--- config.mk ---
export PLATFORM = sky130hd
export DESIGN_NAME = prime_test_and_next_prime_unit
export DESIGN_NICKNAME = d
export VERILOG_FILES = /design/src/sv/ptnp_pkg.sv /design/src/sv/ptnp_div.sv /design/src/sv/ptnp_ctrl.sv /design/src/sv/prime_test_and_next_prime_unit.sv
export SDC_FILE = /design/constraint.sdc
export NUM_CORES = 1
export LEC_CHECK = 0
export ABC_CLOCK_PERIOD_IN_PS = 6450
export BUFFER_PORTS_ARGS = -buffer_cell sky130_fd_sc_hd__buf_4
export CAP_MARGIN = 10
export CORE_UTILIZATION = 25
export CTS_BUF_LIST = sky130_fd_sc_hd__clkbuf_4
export CTS_CLUSTER_DIAMETER = 80
export DETAILED_ROUTE_END_ITERATION = 6
export HOLD_SLACK_MARGIN = 0.1
export SYNTH_ARGS = -nofsm -noshare
export SYNTH_HDL_FRONTEND = slang
export SYNTH_SLANG_ARGS = --single-unit
--- constraint.sdc ---
create_clock -name clock -period 6.45 [get_ports clock]
set_input_delay 0.9675 -clock clock [delete_from_list [all_inputs] [get_ports clock]]
set_output_delay 0.9675 -clock clock [all_outputs]
set_load 0.01 [all_outputs]
--- src/sv/ptnp_pkg.sv ---
// Shared types and constants for the prime test and next-prime unit.
package ptnp_pkg;

   // Width of the input and output value fields.
   localparam int VALUE_WIDTH = 32;

   // Default working width of the arithmetic.
   localparam int WIDTH_DEFAULT = 32;

   // Sequencer states, one-hot.
   typedef enum logic [4:0] {
      S_IDLE    = 5'b00001,
      S_CHECK   = 5'b00010,
      S_DIV     = 5'b00100,
      S_RESOLVE = 5'b01000,
      S_FINISH  = 5'b10000
   } state_type;

   // Status from the sequencer to the channel logic.
   typedef struct packed {
      logic idle;
      logic res_valid;
      logic prime_flag;
      logic ovf;
   } res_status_type;

endpackage

--- src/sv/ptnp_div.sv ---
// Restoring divider, one quotient bit per cycle, shared by all trial divisions.
module ptnp_div
   import ptnp_pkg::*;
#(
   parameter int WIDTH = WIDTH_DEFAULT
) (
   input  logic             clock,
   input  logic             reset,
   input  logic             start,
   input  logic [WIDTH-1:0] dividend,
   input  logic [WIDTH-1:0] divisor,
   output logic             done,
   output logic [WIDTH-1:0] quotient,
   output logic [WIDTH-1:0] remainder
);

   localparam int CW = $clog2(WIDTH + 1);
   localparam logic [CW-1:0] LAST_STEP = CW'(WIDTH - 1);

   logic             busy_ff, busy_in;
   logic             done_ff, done_in;
   logic [CW-1:0]    count_ff, count_in;
   logic [WIDTH-1:0] quo_ff, quo_in;
   logic [WIDTH-1:0] rem_ff, rem_in;
   logic [WIDTH-1:0] dsr_ff, dsr_in;
   logic [WIDTH:0]   shifted;
   logic [WIDTH+1:0] diff;

   // Shift in the next dividend bit and try the subtraction
   assign shifted = {rem_ff, quo_ff[WIDTH-1]};
   assign diff    = {1'b0, shifted} - {2'b00, dsr_ff};

   always_comb begin
      busy_in  = busy_ff;
      done_in  = 1'b0;
      count_in = count_ff;
      quo_in   = quo_ff;
      rem_in   = rem_ff;
      dsr_in   = dsr_ff;
      priority if (start) begin
         // load a new division
         busy_in  = 1'b1;
         count_in = '0;
         quo_in   = dividend;
         rem_in   = '0;
         dsr_in   = divisor;
      end else if (busy_ff) begin
         // advance one quotient bit
         if (!diff[WIDTH+1]) begin
            rem_in = diff[WIDTH-1:0];
            quo_in = {quo_ff[WIDTH-2:0], 1'b1};
         end else begin
            rem_in = shifted[WIDTH-1:0];
            quo_in = {quo_ff[WIDTH-2:0], 1'b0};
         end
         if (count_ff == LAST_STEP) begin
            busy_in = 1'b0;
            done_in = 1'b1;
         end else begin
            count_in = count_ff + CW'(1);
         end
      end
   end

   always_ff @(posedge clock) begin
      if (reset) begin
         busy_ff <= 1'b0;
         done_ff <= 1'b0;
      end else begin
         busy_ff <= busy_in;
         done_ff <= done_in;
      end
      count_ff <= count_in;
      quo_ff   <= quo_in;
      rem_ff   <= rem_in;
      dsr_ff   <= dsr_in;
   end

   assign done      = done_ff;
   assign quotient  = quo_ff;
   assign remainder = rem_ff;

   // Done pulses for one cycle and never while a division runs
   a_done_not_busy: assert property (@(posedge clock) disable iff (reset)
      done_ff |-> !busy_ff)
      else $error("divider done while busy");
   a_done_single: assert property (@(posedge clock) disable iff (reset)
      done_ff |=> !done_ff)
      else $error("divider done held more than one cycle");
   a_start_idle: assert property (@(posedge clock) disable iff (reset)
      start |-> !busy_ff)
      else $error("divider restarted mid-division");

endmodule

--- src/sv/ptnp_ctrl.sv ---
// Sequencer: trial-division test of the input, then odd-candidate search.
module ptnp_ctrl
   import ptnp_pkg::*;
#(
   parameter int WIDTH = WIDTH_DEFAULT
) (
   input  logic             clock,
   input  logic             reset,
   input  logic             start,
   input  logic [WIDTH-1:0] start_value,
   input  logic             res_ready,
   output res_status_type   status,
   output logic [WIDTH-1:0] res_found,
   output logic             div_start,
   output logic [WIDTH-1:0] div_dividend,
   output logic [WIDTH-1:0] div_divisor,
   input  logic             div_done,
   input  logic [WIDTH-1:0] div_quo,
   input  logic [WIDTH-1:0] div_rem
);

   localparam logic [WIDTH-1:0] ONE   = WIDTH'(1);
   localparam logic [WIDTH-1:0] TWO   = WIDTH'(2);
   localparam logic [WIDTH-1:0] THREE = WIDTH'(3);

   state_type        state_ff, state_in;
   logic             phase_ff, phase_in;   // 0: testing input, 1: searching
   logic [WIDTH-1:0] value_ff, value_in;
   logic [WIDTH-1:0] cand_ff, cand_in;
   logic [WIDTH-1:0] dsr_ff, dsr_in;
   logic             tres_ff, tres_in;
   logic             prime_ff, prime_in;
   logic [WIDTH-1:0] found_ff, found_in;
   logic             ovf_ff, ovf_in;
   logic             start_div;
   logic             res_valid;

   always_comb begin
      state_in  = state_ff;
      phase_in  = phase_ff;
      value_in  = value_ff;
      cand_in   = cand_ff;
      dsr_in    = dsr_ff;
      tres_in   = tres_ff;
      prime_in  = prime_ff;
      found_in  = found_ff;
      ovf_in    = ovf_ff;
      start_div = 1'b0;
      res_valid = 1'b0;
      unique case (state_ff)
         S_IDLE: begin
            // take a new value
            if (start) begin
               value_in = start_value;
               cand_in  = start_value;
               phase_in = 1'b0;
               state_in = S_CHECK;
            end
         end
         S_CHECK: begin
            // settle small and even numbers, else start dividing by three
            priority if (cand_ff < TWO) begin
               tres_in  = 1'b0;
               state_in = S_RESOLVE;
            end else if (!cand_ff[0]) begin
               tres_in  = (cand_ff == TWO);
               state_in = S_RESOLVE;
            end else begin
               dsr_in    = THREE;
               start_div = 1'b1;
               state_in  = S_DIV;
            end
         end
         S_DIV: begin
            // divisor past the square root: prime; zero remainder: composite
            if (div_done) begin
               priority if (dsr_ff > div_quo) begin
                  tres_in  = 1'b1;
                  state_in = S_RESOLVE;
               end else if (div_rem == '0) begin
                  tres_in  = 1'b0;
                  state_in = S_RESOLVE;
               end else begin
                  dsr_in    = dsr_ff + TWO;
                  start_div = 1'b1;
               end
            end
         end
         S_RESOLVE: begin
            state_in = S_CHECK;
            if (!phase_ff) begin
               // input tested: record the flag and set up the search
               prime_in = tres_ff;
               phase_in = 1'b1;
               priority if (value_ff <= TWO) begin
                  found_in = TWO;
                  ovf_in   = 1'b0;
                  state_in = S_FINISH;
               end else if (!value_ff[0]) begin
                  cand_in = value_ff + ONE;
               end else if (tres_ff) begin
                  found_in = value_ff;
                  ovf_in   = 1'b0;
                  state_in = S_FINISH;
               end else if (&value_ff[WIDTH-1:1]) begin
                  found_in = '0;
                  ovf_in   = 1'b1;
                  state_in = S_FINISH;
               end else begin
                  cand_in = value_ff + TWO;
               end
            end else begin
               // candidate tested: stop or step to the next odd one
               priority if (tres_ff) begin
                  found_in = cand_ff;
                  ovf_in   = 1'b0;
                  state_in = S_FINISH;
               end else if (&cand_ff[WIDTH-1:1]) begin
                  found_in = '0;
                  ovf_in   = 1'b1;
                  state_in = S_FINISH;
               end else begin
                  cand_in = cand_ff + TWO;
               end
            end
         end
         S_FINISH: begin
            // hand the result over once the output slot is free
            if (res_ready) begin
               res_valid = 1'b1;
               state_in  = S_IDLE;
            end
         end
         default: state_in = S_IDLE;
      endcase
   end

   always_ff @(posedge clock) begin
      if (reset) begin
         state_ff <= S_IDLE;
      end else begin
         state_ff <= state_in;
      end
      phase_ff <= phase_in;
      value_ff <= value_in;
      cand_ff  <= cand_in;
      dsr_ff   <= dsr_in;
      tres_ff  <= tres_in;
      prime_ff <= prime_in;
      found_ff <= found_in;
      ovf_ff   <= ovf_in;
   end

   assign div_start    = start_div;
   assign div_dividend = cand_ff;
   assign div_divisor  = dsr_in;

   assign status    = '{idle: (state_ff == S_IDLE), res_valid: res_valid,
                        prime_flag: prime_ff, ovf: ovf_ff};
   assign res_found = found_ff;

   // Divider runs only on behalf of the trial loop
   a_div_start_state: assert property (@(posedge clock) disable iff (reset)
      start_div |-> (state_ff == S_CHECK || state_ff == S_DIV))
      else $error("division started outside the trial loop");
   a_div_done_state: assert property (@(posedge clock) disable iff (reset)
      div_done |-> state_ff == S_DIV)
      else $error("division finished with nobody waiting");
   a_odd_divisor: assert property (@(posedge clock) disable iff (reset)
      (state_ff == S_DIV) |-> (dsr_ff[0] && dsr_ff >= THREE))
      else $error("trial divisor not odd or below three");
   a_ovf_zero: assert property (@(posedge clock) disable iff (reset)
      (res_valid && ovf_ff) |-> (found_ff == '0))
      else $error("overflow result carries a nonzero prime");
   a_res_state: assert property (@(posedge clock) disable iff (reset)
      res_valid |=> state_ff == S_IDLE)
      else $error("sequencer not idle after delivering a result");

endmodule

--- src/sv/prime_test_and_next_prime_unit.sv ---
// Top level of the trial-division prime test and next-prime search unit.
//
// Input channel req_: one beat carries req_candidate_value. Its low WIDTH
// bits are tested for primality and used as the start of an upward search
// for the smallest prime at or above them.
// Result channel rsp_: one beat per input beat, carrying rsp_value_is_prime,
// rsp_next_prime_value (2 for values up to 2) and rsp_search_overflow (set,
// with a zero prime, when no prime at or above the value fits WIDTH bits).
// One item is worked on at a time; req_stall is high while it is in work.
// Each trial divisor takes one pass of the shared restoring divider, so the
// work grows with the trials: up to roughly sqrt(n)/2 odd divisors per tested
// number n, summed over the input and every odd candidate up to the prime.
// Values up to 2 need no division. A 32-bit prime near the top needs tens of
// thousands of trials.
// The result sits in an output register; a new beat is accepted while it
// waits, and rsp_stall holds it there with its payload unchanged.
// Reset clears the sequencer and the output valid; no state is kept
// between items.
module prime_test_and_next_prime_unit
   import ptnp_pkg::*;
#(
   parameter int WIDTH = WIDTH_DEFAULT
) (
   input  logic                   clock,
   input  logic                   reset,
   input  logic                   req_valid,
   output logic                   req_stall,
   input  logic [VALUE_WIDTH-1:0] req_candidate_value,
   output logic                   rsp_valid,
   input  logic                   rsp_stall,
   output logic                   rsp_value_is_prime,
   output logic [VALUE_WIDTH-1:0] rsp_next_prime_value,
   output logic                   rsp_search_overflow
);

   res_status_type         status;
   logic [WIDTH-1:0]       start_value;
   logic [WIDTH-1:0]       res_found;
   logic [VALUE_WIDTH-1:0] found_ext;
   logic                   req_accept;
   logic                   slot_free;
   logic                   div_start;
   logic                   div_done;
   logic [WIDTH-1:0]       div_dividend;
   logic [WIDTH-1:0]       div_divisor;
   logic [WIDTH-1:0]       div_quo;
   logic [WIDTH-1:0]       div_rem;

   logic                   rsp_valid_ff, rsp_valid_in;
   logic                   rsp_prime_ff, rsp_prime_in;
   logic [VALUE_WIDTH-1:0] rsp_value_ff, rsp_value_in;
   logic                   rsp_ovf_ff, rsp_ovf_in;

   // Fit the input field to the working width and the result back
   if (WIDTH > VALUE_WIDTH) begin : g_wide
      assign start_value = {{(WIDTH-VALUE_WIDTH){1'b0}}, req_candidate_value};
      assign found_ext   = res_found[VALUE_WIDTH-1:0];
   end else if (WIDTH == VALUE_WIDTH) begin : g_equal
      assign start_value = req_candidate_value;
      assign found_ext   = res_found;
   end else begin : g_narrow
      assign start_value = req_candidate_value[WIDTH-1:0];
      assign found_ext   = {{(VALUE_WIDTH-WIDTH){1'b0}}, res_found};
   end

   assign req_stall  = !status.idle;
   assign req_accept = req_valid && !req_stall;
   assign slot_free  = !rsp_valid_ff || !rsp_stall;

   ptnp_ctrl #(
      .WIDTH(WIDTH)
   ) u_ctrl (
      .clock       (clock),
      .reset       (reset),
      .start       (req_accept),
      .start_value (start_value),
      .res_ready   (slot_free),
      .status      (status),
      .res_found   (res_found),
      .div_start   (div_start),
      .div_dividend(div_dividend),
      .div_divisor (div_divisor),
      .div_done    (div_done),
      .div_quo     (div_quo),
      .div_rem     (div_rem)
   );

   ptnp_div #(
      .WIDTH(WIDTH)
   ) u_div (
      .clock    (clock),
      .reset    (reset),
      .start    (div_start),
      .dividend (div_dividend),
      .divisor  (div_divisor),
      .done     (div_done),
      .quotient (div_quo),
      .remainder(div_rem)
   );

   // Load the output register on a new result, drop valid when taken
   always_comb begin
      rsp_valid_in = rsp_valid_ff;
      rsp_prime_in = rsp_prime_ff;
      rsp_value_in = rsp_value_ff;
      rsp_ovf_in   = rsp_ovf_ff;
      priority if (status.res_valid) begin
         rsp_valid_in = 1'b1;
         rsp_prime_in = status.prime_flag;
         rsp_value_in = found_ext;
         rsp_ovf_in   = status.ovf;
      end else if (!rsp_stall) begin
         rsp_valid_in = 1'b0;
      end
   end

   always_ff @(posedge clock) begin
      if (reset) begin
         rsp_valid_ff <= 1'b0;
      end else begin
         rsp_valid_ff <= rsp_valid_in;
      end
      rsp_prime_ff <= rsp_prime_in;
      rsp_value_ff <= rsp_value_in;
      rsp_ovf_ff   <= rsp_ovf_in;
   end

   assign rsp_valid            = rsp_valid_ff;
   assign rsp_value_is_prime   = rsp_prime_ff;
   assign rsp_next_prime_value = rsp_value_ff;
   assign rsp_search_overflow  = rsp_ovf_ff;

   // A new result never overwrites one that is still waiting
   a_no_overwrite: assert property (@(posedge clock) disable iff (reset)
      status.res_valid |-> slot_free)
      else $error("result beat overwritten while stalled");
   a_accept_idle: assert property (@(posedge clock) disable iff (reset)
      req_accept |=> !status.idle)
      else $error("sequencer did not start on an accepted beat");
   a_ovf_payload: assert property (@(posedge clock) disable iff (reset)
      (rsp_valid_ff && rsp_ovf_ff) |-> (rsp_value_ff == '0))
      else $error("overflow beat with nonzero prime");

endmodule

== Word level (Yosys, flattened, before mapping) ==
Cells that the tools add are included.

* Flip-flop bits (word level): 276
* Latch bits: 0
* RAM bits: 0
* Bits in read-only memories: 0
* Bits of input ports: 36
* Memories: 0

* Add/subtract/negate cells: 6
* $mul: 0
* Divide/modulo/power cells: 0
* Magnitude comparators: 3
* Equality and inequality tests: 19
* Shifts and indexed selects: 0
* Multiplexer cells: 70
* Bitwise operators: 3
* Reductions and logical operators: 22

{| class="wikitable"
|+ Operator list
! cell !! number
|-
| 32-bit two-way mux || 23
|-
| 32-bit case mux with 2 select lines || 2
|-
| 32-bit by 2-bit adder with 32-bit output (second input constant) || 3
|-
| 5-bit two-way mux || 13
|-
| 31-bit AND reduction || 2
|-
| 33-bit by 32-bit subtractor with 34-bit output || 1
|-
| 32-bit by 1-bit adder with 32-bit output (second input constant) || 1
|-
| 32-bit by 2-bit == test with 1-bit output (second input constant) || 1
|-
| 32-bit greater-than comparator || 1
|-
| 32-bit by 2-bit less-or-equal comparator with 1-bit output (second input constant) || 1
|-
| 32-bit logical NOT || 1
|-
| 32-bit by 2-bit < comparator with 1-bit output (second input constant) || 1
|-
| 1-bit two-way mux || 27
|-
| 5-bit case mux with 5 select lines || 1
|-
| 3-bit inequality test (second input constant) || 5
|-
| 4-bit AND reduction || 3
|-
| 2-bit AND reduction || 4
|-
| 7-bit AND reduction || 1
|-
| 6-bit by 1-bit adder with 6-bit output (second input constant) || 1
|-
| 6-bit by 5-bit == test with 1-bit output (second input constant) || 1
|-
| 2-bit by 1-bit inequality test with 1-bit output (second input constant) || 3
|-
| 1-bit case mux with 2 select lines || 3
|-
| 2-bit nonzero test || 3
|-
| 5-bit by 1-bit == test with 1-bit output (second input constant) || 1
|-
| other kinds (16) || 20
|}

== Depth between registers and ports, before layout ==
Gate-level depths: netlist of run 1.

* Word-level depth: 7
* Gate-level depth with buffers: 15
* Gate-level depth less buffers: 12

== Hierarchy ==
Synthesis of run 1 repeated with hierarchy kept, for this count alone.

* Cell total of the unflattened synthesis: 1481
* Area total of the unflattened synthesis: 15168.3 um^2

{| class="wikitable"
|+ Modules (own cells, without submodules)
! module !! times used !! cells each !! area each (um^2) !! sequential area each (um^2)
|-
| ptnp_ctrl || 1 || 883 || 8329.2 || 3743.6
|-
| ptnp_div || 1 || 558 || 5775.5 || 2722.6
|-
| prime_test_and_next_prime_unit || 1 || 40 || 1063.5 || 1041.0
|}

== Worst setup path after synthesis of run 1 ==
OpenSTA, ideal clock, no wires.

* Kind: reg2reg
* Start: register u_ctrl.value_ff[1]
* End: register u_ctrl.cand_ff[10], in the netlist u_ctrl.div_dividend[10], enable pin
* Data arrival time: 2.886 ns
* Required time: 6.057 ns
* Setup slack: 3.171 ns
* Stages on the path, launching flop included: 11
* Period minus slack after synthesis: 3.279 ns
* Path through: edfxtp_1 -> ha_1 -> nand4_1 -> or2_2 -> clkbuf_1 -> nor3_2 -> and4_1 -> a221oi_1 -> a21oi_1 -> o21ai_0 -> o31a_1

* Cells in the longest elaborated chain, start to end: 3

{| class="wikitable"
|+ Ends and longest elaborated chain
! element !! line !! RTL
|-
| from (decl) || ptnp_ctrl.sv:28 || <nowiki>logic [WIDTH-1:0] value_ff, value_in;</nowiki>
|-
| from (signal assigned) || ptnp_ctrl.sv:145 || <nowiki>value_ff <= value_in;</nowiki>
|-
| 32-bit by 2-bit less-or-equal comparator with 1-bit output / 31-bit AND reduction (equally long branches) || ptnp_ctrl.sv:95, ptnp_ctrl.sv:105 ||
|-
| 3-bit by 2-bit inequality test with 1-bit output (no line) / 4-bit by 3-bit inequality test with 1-bit output (equally long branches) || n/a ||
|-
| 7-bit AND reduction (no line) (*) || n/a ||
|-
| to (signal assigned) || ptnp_ctrl.sv:146 || <nowiki>cand_ff <= cand_in;</nowiki>
|-
| to (decl) || ptnp_ctrl.sv:29 || <nowiki>logic [WIDTH-1:0] cand_ff, cand_in;</nowiki>
|}

Every way passes the cells marked *; elsewhere a longest branch is shown, timed or not.
A chain may end at the register's enable or synchronous reset.

== Worst setup path in the final report of run 1 ==
* Start: register u_ctrl.cand_ff[1], in the netlist u_ctrl.div_dividend[1]
* End: register u_ctrl.found_ff[22], in the netlist u_ctrl.res_found[22], enable pin

* Cells in the longest elaborated chain, start to end: 3

{| class="wikitable"
|+ Ends and longest elaborated chain
! element !! line !! RTL
|-
| 31-bit AND reduction || ptnp_ctrl.sv:118 || <nowiki>end else if (&cand_ff[WIDTH-1:1]) begin</nowiki>
|-
| 3-bit inequality test (no line) || n/a ||
|-
| 4-bit AND reduction (no line) || n/a ||
|-
| to (signal assigned) || ptnp_ctrl.sv:150 || <nowiki>found_ff <= found_in;</nowiki>
|-
| to (decl) || ptnp_ctrl.sv:33 || <nowiki>logic [WIDTH-1:0] found_ff, found_in;</nowiki>
|}

Every way passes these cells.

==> results.yml, run 1 <==
flow_run:
  cap_violations: 0
yosys:
  synth-seq-cells: 276
  synth_top_family_by_area: "compound AO/OA/AOI/OAI gates"
  synth-edff-count: 198
  synth_area_leaders: "edfxtp_1 (40%), dfxtp_1 (10%), ha_1 (5.9%)"
  synthMuxAreaShare: 0.01228
  synth_cells: 1503
  synth-simple-area-share: 0.1584
  synth_compound_area_frac: 0.1729
  synthFlopType: "edfxtp_1"
  syn-mean-instance-area_um2: 9.899
  yosysWarningCount: 0
  syn_nets: 1610
  synth_largest_area_cell: "edfxtp_1"
  synth_cell_types: 77
  seq_area_frac_synth: 0.5046
  synth_area_mm2: 0.01488
  synthXorXnorAreaFrac: 0.04651
  synthAdderAreaFrac: 0.06021
  synth_top_area_share: 0.3996
  synthArstFlopShare: 0
global_routing:
  grt_use_met2: 0.2094
  grtUsageTotal: 0.1276
  antenna_found_initial: 2
  grt.overflow.total: 0
  grt_max_degree: 99
  grt_pass1_vias: 11780
  grt_first_pass_wirelength_um: 62200
  gr-max-usage-layer: "met2"
  use_met1: 0.1652
  met3_usage: 0.02401
clock_tree:
  cts-htree-levels: 3
  numCtsBuffers: 74
  cts_sinks: 276
  post-cts-setup-buffers: 0
  cts_tree: "built"
  clk_pin_slew_ns: 0.07
  ctsHoldBuffers: 0
  root_buffer: "clkbuf_4"
  cts_resized: 0
  clkLatencyLatePin_ns: 0.74
  max-clock-path-buffers: 3
final_layout:
  layout.nets: 1698
  areaGrowthSynthToFinish_pct: 15.68
  drive_above_1_share: 0.1391
  nFillCells: 6051
placed_design:
  gp_congestion: 0.8831
  io_buffer_count: 71
  dp_hpwl_um: 27030
  pre_cts_ws_ns: 2.460
timing:
  worstMarginPinSlew_ns: 1.167
  slew_headroom: 0.2199
  final-hold-violation-count: 0
  grt_setup_unrepaired: "no"
  clock_skew_ns: 0.07812
  fin_setup_tns_ns: 0
  slew_violations: 0
  layout_setup_ws_ns: 2.276
  max_freq_mhz: 239.6
  period_share: 0.6471
  finalSetupViolCount: 0
  period_minus_slack_ns: 4.174
routing:
  antenna_left: 0
  wl_per_cell_um: 15.83
  num_vias: 11850
  drc_errors: 0
  firstDrtPassIters: 5
  routed_wl_um: 38460
  vias_per_cell: 4.878
  drt_first_iter_violations: 901
floorplanning:
  die_w_um: 246.0
  core_mm2: 0.05891
  num_rows: 89
  initial_core_util: 0.2526
  ios: 72
  die_y_um: 246.0
  fp.dieArea_mm2: 0.06049
power:
  power.density_mw_per_mm2: 371.7
  ir_drop_mv: 0.1387
  p_leak_nw: 6.522
worst_setup_path:
  start_kind: "register"
  cp-end-kind: "register"
  cp.arrival_ns: 4.52
  worstPathRequired_ns: 6.80
  worstPathMaxFanout: 27
  timing_worst_setup_path_type: "reg2reg"
hold_path:
  hp-class: "reg2reg"
outcome:
  status: "completed"
-- flip-flops by register name, summed over array words and instances, names as in the netlist, 5 cells and up --
signal	cells
u_ctrl.dsr_ff	32
u_div.dsr_ff	32
u_div.remainder	32
u_ctrl.state_ff	5
u_div.quotient	32
u_ctrl.value_ff	32
rsp_next_prime_value	32
u_div.count_ff	6
u_ctrl.res_found	32
u_ctrl.div_dividend	32
-- kinds of logic after synthesis --
logic type      after synthesis
fa+ha+maj                    71
xor+xnor                     79
compound gates              399
buf+inv                     166
simple gates                494
flops                       276
mux                          18
-- routing by layer --
layer,vias up,wire length (µm)
met1,5672,17240
met5,-,0
li1,5777,-
met3,67,2113
met4,0,792
met2,333,18310
-- power breakdown --
part | leakage, nW | internal (mW) | switching (mW) | total, mW
Clock | 0.605 | 0.920 | 0.756 | 1.68
Sequential | 2.44 | 2.28 | 0.382 | 2.66
Combinational | 3.48 | 0.823 | 1.23 | 2.06
Total | 6.52 | 4.03 | 2.37 | 6.40
-- synthesized netlist by cell type (all sizes together), types with 32 or more instances --
cell      n
clkbuf   50
inv      96
xor2     35
edfxtp  198
ha       70
nand4    32
nand3    49
xnor2    44
nor2    108
o21ai   136
dfxtp    78
nand2   186
a21oi    89
-- worst paths after layout --
path | startpoint | to | slack (ns) | depth (start not counted)
worst max-delay path | u_ctrl.div_dividend[1] | u_ctrl.res_found[22] | 2.28 | 10
worst min-delay path | u_ctrl.res_found[8] | rsp_next_prime_value[8] | 0.41 | 0
worst max register to register | u_ctrl.div_dividend[1] | u_ctrl.res_found[22] | 2.28 | 10
worst min register to register | u_ctrl.res_found[8] | rsp_next_prime_value[8] | 0.41 | 0
-- cell type report --
class                      count  area [µm²]  share of cell area
sequential                   276        7508              0.4362
clock buffer                 112       840.8             0.04885
antenna                        3       7.507           0.0004362
inverter                      96       362.8             0.02108
clock inverter                26       187.7             0.01090
tap                          773       967.2             0.05619
multi-input combinational   1061        6721              0.3905
timing repair buffer          82       615.6             0.03577
-- cell usage in the layout, fill, tap and decap left out, types with 20 or more instances in the layout --
cell	instances
xor2_1	35
xnor2_1	44
inv_1	95
nand2_1	185
a31oi_1	23
o21ai_0	135
nor4_1	31
nand4_1	31
ha_1	70
nor2_1	106
a211oi_1	20
dfxtp_1	77
buf_4	82
a22o_1	31
edfxtp_1	198
nand3_1	48
a21oi_1	88
clkbuf_4	112
-- critical path, stage by stage (launching register included) --
cell and delay (ns):
edfxtp_1 0.59, ha_1 0.26, nand3_1 0.16, nor2_1 0.36, nand3_1 0.33, nor4_1 0.52
and3_1 0.30, a21oi_1 0.10, mux2i_1 0.23, and2_1 0.44, buf_4 0.48
-- stage by stage --
| step | util | cells | hold slack (ns) | area, µm² | power, mW |
|---|---|---|---|---|---|
| 3_5_place_dp | 0.2746 | 2288 | 0.4045 | 16180 | 4.735 |
| 5_1_grt | 0.2922 | 2429 | 0.3509 | 17210 | 6.836 |
| 3_3_place_gp | 0.2746 | 2288 | 0.4021 | 16180 | 4.687 |
| 6_report | 0.2922 | 2429 | 0.4120 | 17210 | 6.397 |
| 2_1_floorplan | - | 1503 | 0.4003 | 14880 | 4.177 |
| 4_1_cts | 0.2921 | 2426 | 0.3654 | 17200 | 6.450 |
(Power assumes the default switching activity.)
==> run 2: changes to the inputs <==
--- a/config.mk
+++ b/config.mk
@@ -5,7 +5,7 @@
 export SDC_FILE = /design/constraint.sdc
 export NUM_CORES = 1
 export LEC_CHECK = 0
-export ABC_CLOCK_PERIOD_IN_PS = 6450
+export ABC_CLOCK_PERIOD_IN_PS = 4100
 export BUFFER_PORTS_ARGS = -buffer_cell sky130_fd_sc_hd__buf_4
 export CAP_MARGIN = 10
 export CORE_UTILIZATION = 25
==> constraint.sdc (replaced) <==
create_clock -name clock -period 4.1 [get_ports clock]
set_input_delay 0.615 -clock clock [delete_from_list [all_inputs] [get_ports clock]]
set_output_delay 0.615 -clock clock [all_outputs]
set_load 0.01 [all_outputs]
==> results.yml, run 2 (same netlist as run 1, synthesis figures left out) <==
routing:
  num_vias: 11990
  antenna_left: 0
  drt_first_iter_violations: 770
  routed_wl_um: 38800
  vias_per_cell: 4.873
  drc_errors: 0
  firstDrtPassIters: 5
  wl_per_cell_um: 15.77
placed_design:
  gp_congestion: 0.8488
  io_buffer_count: 71
  dpl-instance-area_mm2: 0.01628
  dp_hpwl_um: 27260
  dp_cells: 2300
outcome:
  status: "completed"
power:
  power.switching_mw: 3.716
  swShare: 0.3719
  ir_drop_mv: 0.2182
  p_leak_nw: 6.675
  seqPwrFrac: 0.415
  clkPwrFrac: 0.250
  internal-power_mw: 6.276
  pwr-share-comb: 0.335
  power.density_mw_per_mm2: 568.8
timing:
  finalSetupViolCount: 0
  grt_setup_unrepaired: "no"
  holdWs_ns: 0.1929
  clock_skew_ns: 0.05948
  final-hold-violation-count: 0
  max_freq_mhz: 279.0
  period_minus_slack_ns: 3.585
  slew_headroom: 0.2194
  fin_setup_tns_ns: 0
  period_share: 0.8743
  worstMarginPinSlew_ns: 1.166
  slew_violations: 0
clock_tree:
  cts_tree: "built"
  ctsHoldBuffers: 33
  root_buffer: "clkbuf_4"
  cts-htree-levels: 3
  cts_resized: 0
  post-cts-setup-buffers: 0
  numCtsBuffers: 74
  clkLatencyLatePin_ns: 0.78
  clk_pin_slew_ns: 0.06
  cts_sinks: 276
  max-clock-path-buffers: 3
final_layout:
  drive_above_1_share: 0.1419
  regArea_mm2: 0.007508
  final_area_mm2: 0.01757
  layout.nets: 1743
  final_cells: 2460
  multi_input_area_mm2: 0.006721
  final_cell_mix: "edfxtp_1 (198), nand2_1 (185), o21ai_0 (135), clkbuf_4 (109), nor2_1 (106)"
  final_common_cell: "edfxtp_1"
  areaGrowthSynthToFinish_pct: 18.07
  nFillCells: 6068
floorplanning:
  die_w_um: 246.0
  core_mm2: 0.05891
  die_y_um: 246.0
  fp.dieArea_mm2: 0.06049
  initial_core_util: 0.2526
  num_rows: 89
  ios: 72
global_routing:
  grtUsageTotal: 0.1292
  grt_max_degree: 71
  antenna_found_initial: 2
  grt_first_pass_wirelength_um: 62590
  grt_pass1_vias: 11820
  grt.overflow.total: 0
worst_setup_path:
  cp.arrival_ns: 4.00
  cp-end-kind: "register"
  path_buf_inv: 1
  critPathTopFamily: "simple AND/OR/NAND/NOR gates"
  crit_chain: "ha_1 > nand3_1 > nor2_1 > nand3_1 > nor4_1 > and3_1 > a21oi_1 > mux2i_1 > and2_1 > buf_4"
  critical_path.most_common_cell: "nand3_1"
  start_kind: "register"
  worstPathMaxFanout: 26
  max_stage_delay_ns: 0.55
  cpMaxStageDelayCell: "edfxtp_1"
  timing_worst_setup_path_type: "reg2reg"
  worstPathRequired_ns: 4.51
hold_path:
  hp-class: "in2reg"
flow_run:
  cap_violations: 0
run 2: routing by layer:
layer / part of all wire / wire [µm] / global-route usage / vias up
met4: 0.027 / 1051 / 0.05517 / 0
met1: 0.44 / 17230 / 0.1629 / 5752
met3: 0.053 / 2060 / 0.02445 / 67
li1: - / - / - / 5855
met5: 0 / 0 / 0 / -
met2: 0.48 / 18450 / 0.2141 / 314
run 2: worst paths after layout:
path                               to                   start  slack (ns)  cells after the start
min reg2reg  rsp_next_prime_value[26]    u_ctrl.res_found[26]        0.42                      0
max              u_ctrl.res_found[28]  u_ctrl.div_dividend[1]        0.52                     10
min                         rsp_valid               rsp_stall        0.19                      3
max reg2reg      u_ctrl.res_found[28]  u_ctrl.div_dividend[1]        0.52                     10
run 2: worst min-delay path: cells and delay by family:
kind            cells  cell delay (ns)
simple gates        1             0.09
buf+inv             1             0.14
compound gates      1             0.08
run 2: final cells by class:
type / instances / area share
well taps: 773 / 0.05506
clock inverters: 15 / 0.007550
inverters: 96 / 0.02066
flip-flops and latches: 276 / 0.4274
clock buffers: 109 / 0.04658
repair buffers: 127 / 0.05969
multi-input cells: 1061 / 0.3826
diodes: 3 / 0.0004274
run 2: per-stage QoR:
stage | power, mW | setup WS, ns | util
final | 9.992 | 0.5153 | 0.2982
after global routing | 10.68 | 0.2479 | 0.2982
after CTS | 10.06 | 0.5451 | 0.2981
after detailed placement | 7.484 | 0.5692 | 0.2763
after global placement | 7.418 | 0.7080 | 0.2763
after floorplan | 6.572 | 0.8211 | -
run 2: power by group through the flow:
stage | sequential, mW | clock (mW) | combinational (mW)
finish | 4.15 | 2.50 | 3.34
floorplan | 3.98 | 0 | 2.59
detailed placement | 4.19 | 0 | 3.29
global placement | 4.19 | 0 | 3.23
global route | 4.22 | 2.73 | 3.73
CTS | 4.14 | 2.58 | 3.34
==> run 3: changes to the inputs <==
--- a/config.mk
+++ b/config.mk
@@ -9,7 +9,7 @@
 export BUFFER_PORTS_ARGS = -buffer_cell sky130_fd_sc_hd__buf_4
 export CAP_MARGIN = 10
 export CORE_UTILIZATION = 25
-export CTS_BUF_LIST = sky130_fd_sc_hd__clkbuf_4
+export CTS_BUF_LIST = sky130_fd_sc_hd__clkbuf_16
 export CTS_CLUSTER_DIAMETER = 80
 export DETAILED_ROUTE_END_ITERATION = 6
 export HOLD_SLACK_MARGIN = 0.1
==> results.yml, run 3 (same netlist as run 1, synthesis figures left out) <==
worst_setup_path:
  critical_path.most_common_cell: "nand3_1"
  ff2ff_path_depth: 10
  cp.arrival_ns: 3.80
  crit_chain: "ha_1 > nand3_1 > nor2_1 > nand3_1 > nor4_1 > and3_1 > a21oi_1 > mux2i_1 > and2_1 > buf_4"
  startpoint: "u_ctrl.div_dividend[1]"
  timing.rr.start: "u_ctrl.div_dividend[1]"
  cp-end-kind: "register"
  critPathTopFamily: "simple AND/OR/NAND/NOR gates"
  r2r_end: "u_ctrl.res_found[23]"
  critical_path_cell_count: 10
  endpoint: "u_ctrl.res_found[23]"
  rrSetupSlack_ns: 0.54
  path_buf_inv: 1
  max_stage_delay_ns: 0.54
  worstPathRequired_ns: 4.34
  worstPathMaxFanout: 26
  start_kind: "register"
  cpMaxStageDelayCell: "edfxtp_1"
  timing_worst_setup_path_type: "reg2reg"
placed_design:
  dp_hpwl_um: 27260
  io_buffer_count: 71
  gp_congestion: 0.8488
floorplanning:
  die_w_um: 246.0
  die_y_um: 246.0
  core_mm2: 0.05891
  num_rows: 89
  initial_core_util: 0.2526
  fp.dieArea_mm2: 0.06049
  ios: 72
timing:
  clock_skew_ns: 0.02835
  period_minus_slack_ns: 3.565
  period_share: 0.8695
  max_freq_mhz: 280.5
  fin_setup_tns_ns: 0
  worstMarginPinSlew_ns: 1.156
  finalSetupViolCount: 0
  final-hold-violation-count: 0
  slew_headroom: 0.2258
  slew_violations: 0
  grt_setup_unrepaired: "no"
global_routing:
  antenna_found_initial: 0
  grtUsageTotal: 0.1248
  grt_pass1_vias: 11310
  grt.overflow.total: 0
  grt_max_degree: 71
  grt_first_pass_wirelength_um: 60980
final_layout:
  final_common_cell: "edfxtp_1"
  finish.utilization: 0.2920
  diodes: 0
  nFillCells: 6069
  areaGrowthSynthToFinish_pct: 15.62
  drive_above_1_share: 0.1044
  final_cell_mix: "edfxtp_1 (198), nand2_1 (185), o21ai_0 (135), nor2_1 (106), inv_1 (98)"
  layout.nets: 1666
clock_tree:
  clkLatencyLatePin_ns: 0.58
  cts_resized: 0
  clk_pin_slew_ns: 0.06
  ctsHoldBuffers: 0
  numCtsBuffers: 30
  cts_tree: "built"
  max-clock-path-buffers: 3
  root_buffer: "clkbuf_16"
  cts_sinks: 276
  post-cts-setup-buffers: 0
  cts-htree-levels: 1
flow_run:
  cap_violations: 0
routing:
  routed_wl_um: 38120
  routed-wl-met3_um: 2021
  drt_first_iter_violations: 822
  drc_errors: 0
  routed.top_layer: "met4"
  dr_wl_met2_um: 18220
  firstDrtPassIters: 5
  wl_per_cell_um: 16.20
  met1Wirelength_um: 16860
  num_vias: 11610
  antenna_left: 0
  vias_per_cell: 4.932
power:
  total_power_mw: 10.03
  ir_drop_mv: 0.3342
  p_leak_nw: 6.446
  power.density_mw_per_mm2: 582.9
hold_path:
  hp-class: "in2reg"
outcome:
  status: "completed"
## run 3: cell types whose count changed in the layout (fill, tap and decap cells not counted), moves of 2 or more
cell           previous run  this run
inv_6                     2         0
clkbuf_16                 0        30
dlygate4sd3_1            33         0
clkbuf_4                109         0
inv_1                    95        98
diode_2                   3         0
clkinv_2                  2         8
## run 3: area by class of cell
class,instances,area [µm²],share of cell area
flip-flops and latches,276,7508,0.4365
multi-input cells,1061,6721,0.3907
well taps,773,967.2,0.05622
clock buffers,30,750.7,0.04364
repair buffers,94,718.2,0.04175
inverters,96,362.8,0.02109
clock inverters,23,173.9,0.01011
## run 3: worst min path at each step
stage,from,end,slack (ns),cells past startpoint
after CTS,req_candidate_value[9],u_ctrl.value_ff[9],0.20,1
after global routing,req_candidate_value[9],u_ctrl.value_ff[9],0.20,1
after detailed placement,u_ctrl.res_found[8],rsp_next_prime_value[8],0.41,0
final,req_candidate_value[9],u_ctrl.value_ff[9],0.22,1
after global placement,u_ctrl.res_found[24],rsp_next_prime_value[24],0.41,0
after floorplan,u_ctrl.res_found[0],rsp_next_prime_value[0],0.40,0
## run 3: through the flow
step	std cells	hold slack, ns	cell area, µm²	setup WS [ns]
final	2353	0.2203	17200	0.5350
after global routing	2353	0.2015	17200	0.2771
after CTS	2353	0.1990	17200	0.5609
after detailed placement	2300	0.4052	16280	0.5692
after global placement	2300	0.4057	16280	0.7080
after floorplan	1503	0.4003	14880	0.8211
## run 3: power breakdown
part / switching, mW / internal (mW)
clock network: 1.11 / 1.45
logic: 1.99 / 1.32
registers: 0.559 / 3.59
total: 3.66 / 6.36
## run 3: layer usage
metal  GRT usage  vias to the layer above
li1            -                     5655
met5           0                        -
met2      0.2098                      308
met1      0.1629                     5581
met4     0.04384                        0
met3     0.01615                       61
